===== src/rtl/mmh3_pkg.sv =====
// Shared constants and types for the MurmurHash3 x64 128 stream hash.
`default_nettype none
package mmh3_pkg;
   localparam logic [63:0] MIX_C1   = 64'h87c37b91114253d5;
   localparam logic [63:0] MIX_C2   = 64'h4cf5ad432745937f;
   localparam logic [63:0] LANE_ADD1 = 64'h0000000052dce729;
   localparam logic [63:0] LANE_ADD2 = 64'h0000000038495ab5;
   localparam logic [63:0] FIN_M1   = 64'hff51afd7ed558ccd;
   localparam logic [63:0] FIN_M2   = 64'hc4ceb9fe1a85ec53;

   // Datapath operation codes issued by the controller.
   typedef enum logic [3:0] {
      OP_NONE,
      OP_ACCEPT,   // latch request, merge bytes into carry buffer
      OP_LOADK,    // load block words into the key registers
      OP_LOADT,    // load tail words into the key registers
      OP_MULA,     // form partial products of target times constant
      OP_MULB,     // sum partial products into target, rotate keys on request
      OP_LANE1A,   // xor/rotate/add lane one
      OP_LANE1B,   // lane one times five plus constant
      OP_LANE2A,   // xor/rotate/add lane two
      OP_LANE2B,   // lane two times five plus constant
      OP_TAILXOR,  // fold tail keys into lanes
      OP_LEN,      // fold length into lanes, lane_one += lane_two
      OP_XADD2,    // lane_two += lane_one
      OP_FSHIFT,   // v ^= v >> 33
      OP_XADD1,    // lane_one += lane_two
      OP_FINISH    // capture digest, restart the message
   } op_type;

   // Register that a multiply, shift or rotate works on.
   typedef enum logic [1:0] {
      SEL_K1,
      SEL_K2,
      SEL_LANE1,
      SEL_LANE2
   } sel_type;

   // Constant operand of a multiply.
   typedef enum logic [1:0] {
      CONST_C1,
      CONST_C2,
      CONST_M1,
      CONST_M2
   } const_type;

   typedef struct packed {
      op_type     op;
      sel_type    target;
      const_type  mconst;
      logic       rot;        // rotate key after the multiply
   } cmd_type;

   typedef struct packed {
      logic full_block;
      logic last;
   } stat_type;

   function automatic logic [63:0] rotl(input logic [63:0] v, input int unsigned n);
      rotl = (v << n) | (v >> (64 - n));
   endfunction
endpackage
`default_nettype wire


===== src/rtl/mmh3_control.sv =====
// Controller: sequences block mixing and finalization, owns the handshakes.
`default_nettype none
module mmh3_control (
   input  wire logic              clock,
   input  wire logic              reset,
   input  wire logic              req_valid,
   output logic                   req_ready,
   output logic                   rsp_valid,
   input  wire logic              rsp_ready,
   input  wire mmh3_pkg::stat_type stat,
   output mmh3_pkg::cmd_type      cmd
);
   typedef enum logic [5:0] {
      S_IDLE, S_DEC, S_LOADK,
      S_K1A, S_K1B, S_K1C, S_K1D, S_K2A, S_K2B, S_K2C, S_K2D,
      S_L1A, S_L1B, S_L2A, S_L2B,
      S_LOADT, S_TXOR, S_LEN, S_XB,
      S_F1S1, S_F1A1, S_F1B1, S_F1S2, S_F1A2, S_F1B2, S_F1S3,
      S_F2S1, S_F2A1, S_F2B1, S_F2S2, S_F2A2, S_F2B2, S_F2S3,
      S_XA1, S_FIN
   } state_type;

   state_type state_ff;
   logic      rsp_valid_ff;
   logic      tail_ff;
   logic      fin_go;

   assign rsp_valid = rsp_valid_ff;
   assign req_ready = (state_ff == S_IDLE);
   // Hold the finished digest until the response register is free.
   assign fin_go = (state_ff == S_FIN) && (!rsp_valid_ff || rsp_ready);

   always_comb begin
      cmd.op = mmh3_pkg::OP_NONE;
      cmd.target = mmh3_pkg::SEL_K1;
      cmd.mconst = mmh3_pkg::CONST_C1;
      cmd.rot = 1'b0;
      unique case (state_ff)
         S_IDLE:  if (req_valid && req_ready) cmd.op = mmh3_pkg::OP_ACCEPT;
         S_LOADK: cmd.op = mmh3_pkg::OP_LOADK;
         S_LOADT: cmd.op = mmh3_pkg::OP_LOADT;
         S_K1A: begin
            cmd.op = mmh3_pkg::OP_MULA;
            cmd.mconst = mmh3_pkg::CONST_C1;
         end
         S_K1B: begin
            cmd.op = mmh3_pkg::OP_MULB;
            cmd.rot = 1'b1;
         end
         S_K1C: begin
            cmd.op = mmh3_pkg::OP_MULA;
            cmd.mconst = mmh3_pkg::CONST_C2;
         end
         S_K1D: cmd.op = mmh3_pkg::OP_MULB;
         S_K2A: begin
            cmd.op = mmh3_pkg::OP_MULA;
            cmd.target = mmh3_pkg::SEL_K2;
            cmd.mconst = mmh3_pkg::CONST_C2;
         end
         S_K2B: begin
            cmd.op = mmh3_pkg::OP_MULB;
            cmd.target = mmh3_pkg::SEL_K2;
            cmd.rot = 1'b1;
         end
         S_K2C: begin
            cmd.op = mmh3_pkg::OP_MULA;
            cmd.target = mmh3_pkg::SEL_K2;
            cmd.mconst = mmh3_pkg::CONST_C1;
         end
         S_K2D: begin
            cmd.op = mmh3_pkg::OP_MULB;
            cmd.target = mmh3_pkg::SEL_K2;
         end
         S_L1A:  cmd.op = mmh3_pkg::OP_LANE1A;
         S_L1B:  cmd.op = mmh3_pkg::OP_LANE1B;
         S_L2A:  cmd.op = mmh3_pkg::OP_LANE2A;
         S_L2B:  cmd.op = mmh3_pkg::OP_LANE2B;
         S_TXOR: cmd.op = mmh3_pkg::OP_TAILXOR;
         S_LEN:  cmd.op = mmh3_pkg::OP_LEN;
         S_XB:   cmd.op = mmh3_pkg::OP_XADD2;
         S_F1S1, S_F1S2, S_F1S3: begin
            cmd.op = mmh3_pkg::OP_FSHIFT;
            cmd.target = mmh3_pkg::SEL_LANE1;
         end
         S_F1A1: begin
            cmd.op = mmh3_pkg::OP_MULA;
            cmd.target = mmh3_pkg::SEL_LANE1;
            cmd.mconst = mmh3_pkg::CONST_M1;
         end
         S_F1A2: begin
            cmd.op = mmh3_pkg::OP_MULA;
            cmd.target = mmh3_pkg::SEL_LANE1;
            cmd.mconst = mmh3_pkg::CONST_M2;
         end
         S_F1B1, S_F1B2: begin
            cmd.op = mmh3_pkg::OP_MULB;
            cmd.target = mmh3_pkg::SEL_LANE1;
         end
         S_F2S1, S_F2S2, S_F2S3: begin
            cmd.op = mmh3_pkg::OP_FSHIFT;
            cmd.target = mmh3_pkg::SEL_LANE2;
         end
         S_F2A1: begin
            cmd.op = mmh3_pkg::OP_MULA;
            cmd.target = mmh3_pkg::SEL_LANE2;
            cmd.mconst = mmh3_pkg::CONST_M1;
         end
         S_F2A2: begin
            cmd.op = mmh3_pkg::OP_MULA;
            cmd.target = mmh3_pkg::SEL_LANE2;
            cmd.mconst = mmh3_pkg::CONST_M2;
         end
         S_F2B1, S_F2B2: begin
            cmd.op = mmh3_pkg::OP_MULB;
            cmd.target = mmh3_pkg::SEL_LANE2;
         end
         S_XA1:  cmd.op = mmh3_pkg::OP_XADD1;
         S_FIN:  if (fin_go) cmd.op = mmh3_pkg::OP_FINISH;
         default: ;
      endcase
   end

   always_ff @(posedge clock) begin
      if (reset) begin
         state_ff <= S_IDLE;
         rsp_valid_ff <= 1'b0;
         tail_ff <= 1'b0;
      end else begin
         if (fin_go) rsp_valid_ff <= 1'b1;
         else if (rsp_ready) rsp_valid_ff <= 1'b0;
         unique case (state_ff)
            S_IDLE: if (req_valid && req_ready) state_ff <= S_DEC;
            S_DEC:
               priority if (stat.full_block) state_ff <= S_LOADK;
               else if (stat.last) state_ff <= S_LOADT;
               else state_ff <= S_IDLE;
            S_LOADK: begin
               tail_ff <= 1'b0;
               state_ff <= S_K1A;
            end
            S_LOADT: begin
               tail_ff <= 1'b1;
               state_ff <= S_K1A;
            end
            S_K1A: state_ff <= S_K1B;
            S_K1B: state_ff <= S_K1C;
            S_K1C: state_ff <= S_K1D;
            S_K1D: state_ff <= S_K2A;
            S_K2A: state_ff <= S_K2B;
            S_K2B: state_ff <= S_K2C;
            S_K2C: state_ff <= S_K2D;
            S_K2D: state_ff <= tail_ff ? S_TXOR : S_L1A;
            S_L1A: state_ff <= S_L1B;
            S_L1B: state_ff <= S_L2A;
            S_L2A: state_ff <= S_L2B;
            S_L2B: state_ff <= stat.last ? S_LOADT : S_IDLE;
            S_TXOR: state_ff <= S_LEN;
            S_LEN: state_ff <= S_XB;
            S_XB: state_ff <= S_F1S1;
            S_F1S1: state_ff <= S_F1A1;
            S_F1A1: state_ff <= S_F1B1;
            S_F1B1: state_ff <= S_F1S2;
            S_F1S2: state_ff <= S_F1A2;
            S_F1A2: state_ff <= S_F1B2;
            S_F1B2: state_ff <= S_F1S3;
            S_F1S3: state_ff <= S_F2S1;
            S_F2S1: state_ff <= S_F2A1;
            S_F2A1: state_ff <= S_F2B1;
            S_F2B1: state_ff <= S_F2S2;
            S_F2S2: state_ff <= S_F2A2;
            S_F2A2: state_ff <= S_F2B2;
            S_F2B2: state_ff <= S_F2S3;
            S_F2S3: state_ff <= S_XA1;
            S_XA1: state_ff <= S_FIN;
            S_FIN: if (fin_go) state_ff <= S_IDLE;
            default: state_ff <= S_IDLE;
         endcase
      end
   end
endmodule
`default_nettype wire


===== config.mk =====
export PLATFORM = sky130hd
export DESIGN_NAME = mmh3_control
export DESIGN_NICKNAME = d
export VERILOG_FILES = /design/src/rtl/mmh3_pkg.sv /design/src/rtl/mmh3_control.sv
export SDC_FILE = /design/constraint.sdc
export NUM_CORES = 1
export LEC_CHECK = 0
export ABC_AREA = 0
export BUFFER_PORTS_ARGS = -buffer_cell sky130_fd_sc_hd__buf_4
export CAP_MARGIN = 5
export CORE_MARGIN = 2
export CORE_UTILIZATION = 40
export CTS_CLUSTER_DIAMETER = 120
export DETAILED_ROUTE_END_ITERATION = 12
export SETUP_SLACK_MARGIN = 0.05
export SYNTH_ARGS = -nofsm -noshare
export SYNTH_HDL_FRONTEND = slang
export SYNTH_SLANG_ARGS = --single-unit
export TNS_END_PERCENT = 10

===== constraint.sdc =====
create_clock -name clock -period 1.8 [get_ports clock]
set_input_delay 0.27 -clock clock [delete_from_list [all_inputs] [get_ports clock]]
set_output_delay 0.27 -clock clock [all_outputs]
set_load 0.02 [all_outputs]

Word-level counts from Yosys, hierarchy flattened. Index checks and enable logic that the tools add are counted.

Register bits after elaboration: 8. Bits of input ports: 6. Output and inout bits: 11. Word-level logic and storage cells: 73.

Equality and inequality tests: 36. Muxes and demuxes: 15. Reduce and logical (&&, ||, !) cells: 19.

Operators with widths (number): $pmux W6 S34 (1); $eq A6 B5 Y1 const B (16); $pmux W4 S15 (1); $eq A6 B4 Y1 const B (8); $eq A6 B3 Y1 const B (4); $eq A6 B6 Y1 const B (3); $reduce_or A8 Y1 (2); $reduce_or A7 Y1 (2); $eq A6 B2 Y1 const B (2); $mux W4 (3); $mux W6 (2); $pmux W2 S3 (2); $reduce_or A2 Y1 (5); $eq A6 B1 Y1 const B (1); $logic_not A6 Y1 (1); $reduce_or A6 Y1 (1); $mux W5 (1); $mux W1 (4); $reduce_bool A2 Y1 (2); $reduce_or A4 Y1 (1); $logic_and A1 B1 Y1 (2); $ne A2 B1 Y1 const B (1); $ne A2 B2 Y1 const B (1); $pmux W1 S2 (1); 3 further kinds (3).

Longest topological paths before layout.
Depth after elaboration: 5. Depth in mapped cells: 7. Gate-level depth less buffers: 5.

Least setup slack after synthesis. OpenSTA, ideal clock, no wires.

Path type: register to output. From: reg state_ff[1]. To: out cmd[7] in the netlist's numbering. Data arrival time: 1.792 ns. Required time: 1.530 ns. Slack: -0.262 ns. Cell stages (with the launch flop): 7. Path buffers: 1. Cell sequence: dfxtp_1 > buf_2 > nand2b_1 > nor2_1 > a21oi_1 > o211a_1 > o311ai_0.

RTL lines: start: declaration (RTL line mmh3_control.sv:23) `state_type state_ff;`; start signal: assignment (RTL line mmh3_control.sv:152) `S_K2D: state_ff <= tail_ff ? S_TXOR : S_L1A;`; start signal: assignment (RTL line mmh3_control.sv:156) `S_L2B: state_ff <= stat.last ? S_LOADT : S_IDLE;`; end: declaration (RTL line mmh3_control.sv:11) `output mmh3_pkg::cmd_type cmd`.

==> metrics.txt <==
Multi-input gate area=approximately 850 um^2; Slew headroom=just over 80%; post-synthesis cell area=between 900 and 1000 um^2; FF+latch count, synth=8; fillcell total=183; Horiz. Die Dim=around 54 um; fin crit period=between 1500 and 2000 ps; initial antenna violation count=0; cell taking the most area after synthesis=dfxtp_1; GPL Wtd Cong=~1; GR Util met3=about 7%; final worst-path setup slack=-182.5 ps; DR vias=around 1500; EDFF count, synth=0; total CTS buffers=3; leak pwr=0.7132 nW; sequential standard cell area=173.9 um^2; DIE AREA=about 2900 um^2; Synthesized Nets=162; crit end category=output pin; remaining global-route overflow=0; most frequent cell after synthesis=nand2_1; CP Data Arrival Time=~1700 ps; RSZ-0062 raised after global routing=yes; clk sinks=8; Hold-fix buffers, CTS=0; Max Clock Skew=7.171 ps; final wirelength=around 4.2 mm; Final Hold Vio Count=0; Port Buffers=16; Area Overhead vs Synth=70.81%; clock tree buffer depth=2; DRC=0; CP peak stage delay=~370 ps; maxcap violations=0; Synth Flop Type=dfxtp_1; CTS tree=done; Avg Inst Size Synth=~6.3 um^2; Vias/cell=6.190; Ys Warns=0; Diodes inserted=0; Tightest Hold Check Type=in2reg; pwr dens=about 1200 nW/um^2; failing checks=negative setup slack; Initial Utilization=43.32%; most instantiated cells after synthesis=nand2_1, a21oi_1, nor2_1; Area contributors post-synth=dfxtp_1, a21oi_1, nand2_1, nand3_1, nor2_1; M1 GR Usage=~43%; Crit path required time=approximately 1500 ps; Worst path most repeated cell=buf_4; Tcrit/Tclk final=110.1%; outcome=finished with violations; Slew Limit Fails=0; antenna viol nets, final=0; Root Buffer Master=clkbuf_4; met2 Usage GRT=46.71%; H-tree levels=1; fmax=504.4 MHz; largest net degree at the start of global routing=16; pin slew with the least headroom to its limit=281.7 ps; post-layout util=74.00%; Routed wire per std cell=about 17 um; layout cells sized above 1=between 40% and 50%; Seq/Total Area, Yosys=around 16%; CP Cell Sequence=buf_6 > and2_4 > buf_4 > o31ai_4 > a22oi_2 > o21ai_1 > buf_4; Die Span Y=53.65 um; Final Net Count=roughly 220; Layout Cells excl Fill=242; Reg clk slew, reported paths=around 70 ps; Synth top area share=between 10% and 20%; # rows=17; Setup CP Type=reg2out; first-pass GRT wire length=between 6 and 7 mm; kind of start point of the critical path=flip-flop; Top Ports=17; slowest CP cell=dfxtp_4; Max FO, Critical Path=6; drt first pass iters=4; HPWL Detailed=2.912 mm; Yosys cell types=42; vias in the first global route=~1300; final number of setup-violating endpoints=7; Cells after DPL=~230; Mapped Cells=156; maximum vdd drop=about 1.2 mV; core area=approximately 2300 um^2; Total GRT Usage=about 31%; Initial DRC Count=92; layer with the highest usage=met2; Post-synth ARST share=0%; worst-skew pair later-pin latency=~270 ps
==> path summary, 6_finish.rpt <==
| kind | startpoint | to | slack (ps) | cells after the start |
|---|---|---|---|---|
| setup reg to reg | state_ff[3] | state_ff[0] | 10 | 6 |
| setup / recovery | state_ff[0] | cmd[3] | -180 | 7 |
| hold / removal | reset | state_ff[1] | 200 | 2 |
| hold reg to reg | tail_ff | tail_ff | 570 | 2 |
==> layout by cell type, fill, tap and decap left out, types with 3 or more instances in the layout <==
cell type / synthesis / layout
nor3_1: 5 / 3
dfxtp_1: 8 / 3
nor2_1: 14 / 11
nand3_1: 11 / 10
nand2b_1: 7 / 4
clkbuf_4: 0 / 3
buf_12: 0 / 3
o22ai_1: 4 / 3
a21oi_1: 18 / 16
a32oi_1: 4 / 3
nor2b_1: 4 / 3
dfxtp_4: 0 / 3
xnor2_1: 3 / 3
buf_4: 0 / 61
o21ai_0: 10 / 8
nand2_1: 20 / 20
buf_6: 2 / 4
==> timing repair <==
item | CTS | global route
setup endpoints to repair | 14 | 10
gates resized for setup | 26 | 16
gates cloned | 0 | 0
setup buffers | 3 | 5
pin swaps | 8 | 9
==> per-layer routing <==
layer / wire [um] / up-vias / part of all wire, %
met3: 437 / 10 / 10
met4: 89 / 0 / 2.1
met5: 0 / - / 0
li1: - / 690 / -
met1: 1723 / 700 / 41
met2: 1961 / 98 / 47
==> worst max-delay path, delay by kind of cell (launching register included) <==
kind,cells,cell delay (ps)
AOI/OAI and AO/OA,3,470
buffers and inverters,3,460
DFF,1,370
and+or+nand+nor,1,150
==> through the flow <==
stage          TNS [ps]  cell area [um^2]  setup WS (ps)  hold WS (ps)  power [mW]
2_1_floorplan    -6.193             993.5         -6.193         339.1      0.9266
3_3_place_gp     -162.5              1428         -156.1         479.2       1.480
3_5_place_dp     -322.7              1428         -176.0         482.1       1.495
4_1_cts          -629.8              1564         -145.3         196.9       1.809
5_1_grt           -1289              1684         -220.9         196.0       2.120
6_report         -734.2              1684         -182.5         196.0       2.011
==> power by group <==
group | internal (mW) | switching [mW]
registers | 0.220 | 0.0710
logic | 0.810 | 0.758
clock network | 0.0771 | 0.0744
==> sequential cells by signal (all words and copies together), names as in the netlist <==
signal and flops:
state_ff 6, tail_ff 1, rsp_valid 1
==> cells by family (layout without fill, tap and decap cells) <==
| kind of cell | after synthesis | in the layout | share of synthesized area (%) |
|---|---|---|---|
| simple gates | 67 | 67 | 31.98 |
| compound gates | 55 | 55 | 36.04 |
| buf+inv | 19 | 77 | 9.137 |
| flops | 8 | 8 | 16.24 |
| xor+xnor | 4 | 4 | 3.554 |
| fa+ha+maj | 2 | 2 | 2.031 |
| mux | 1 | 1 | 1.015 |
==> final cells by class <==
cell class	count	share of cell area, %
timing repair buffer	69	34.32
tap	28	2.080
inverter	5	1.189
sequential	8	10.33
clock buffer	3	1.337
multi-input combinational	129	50.74
Power figures use the tool's default switching activity.
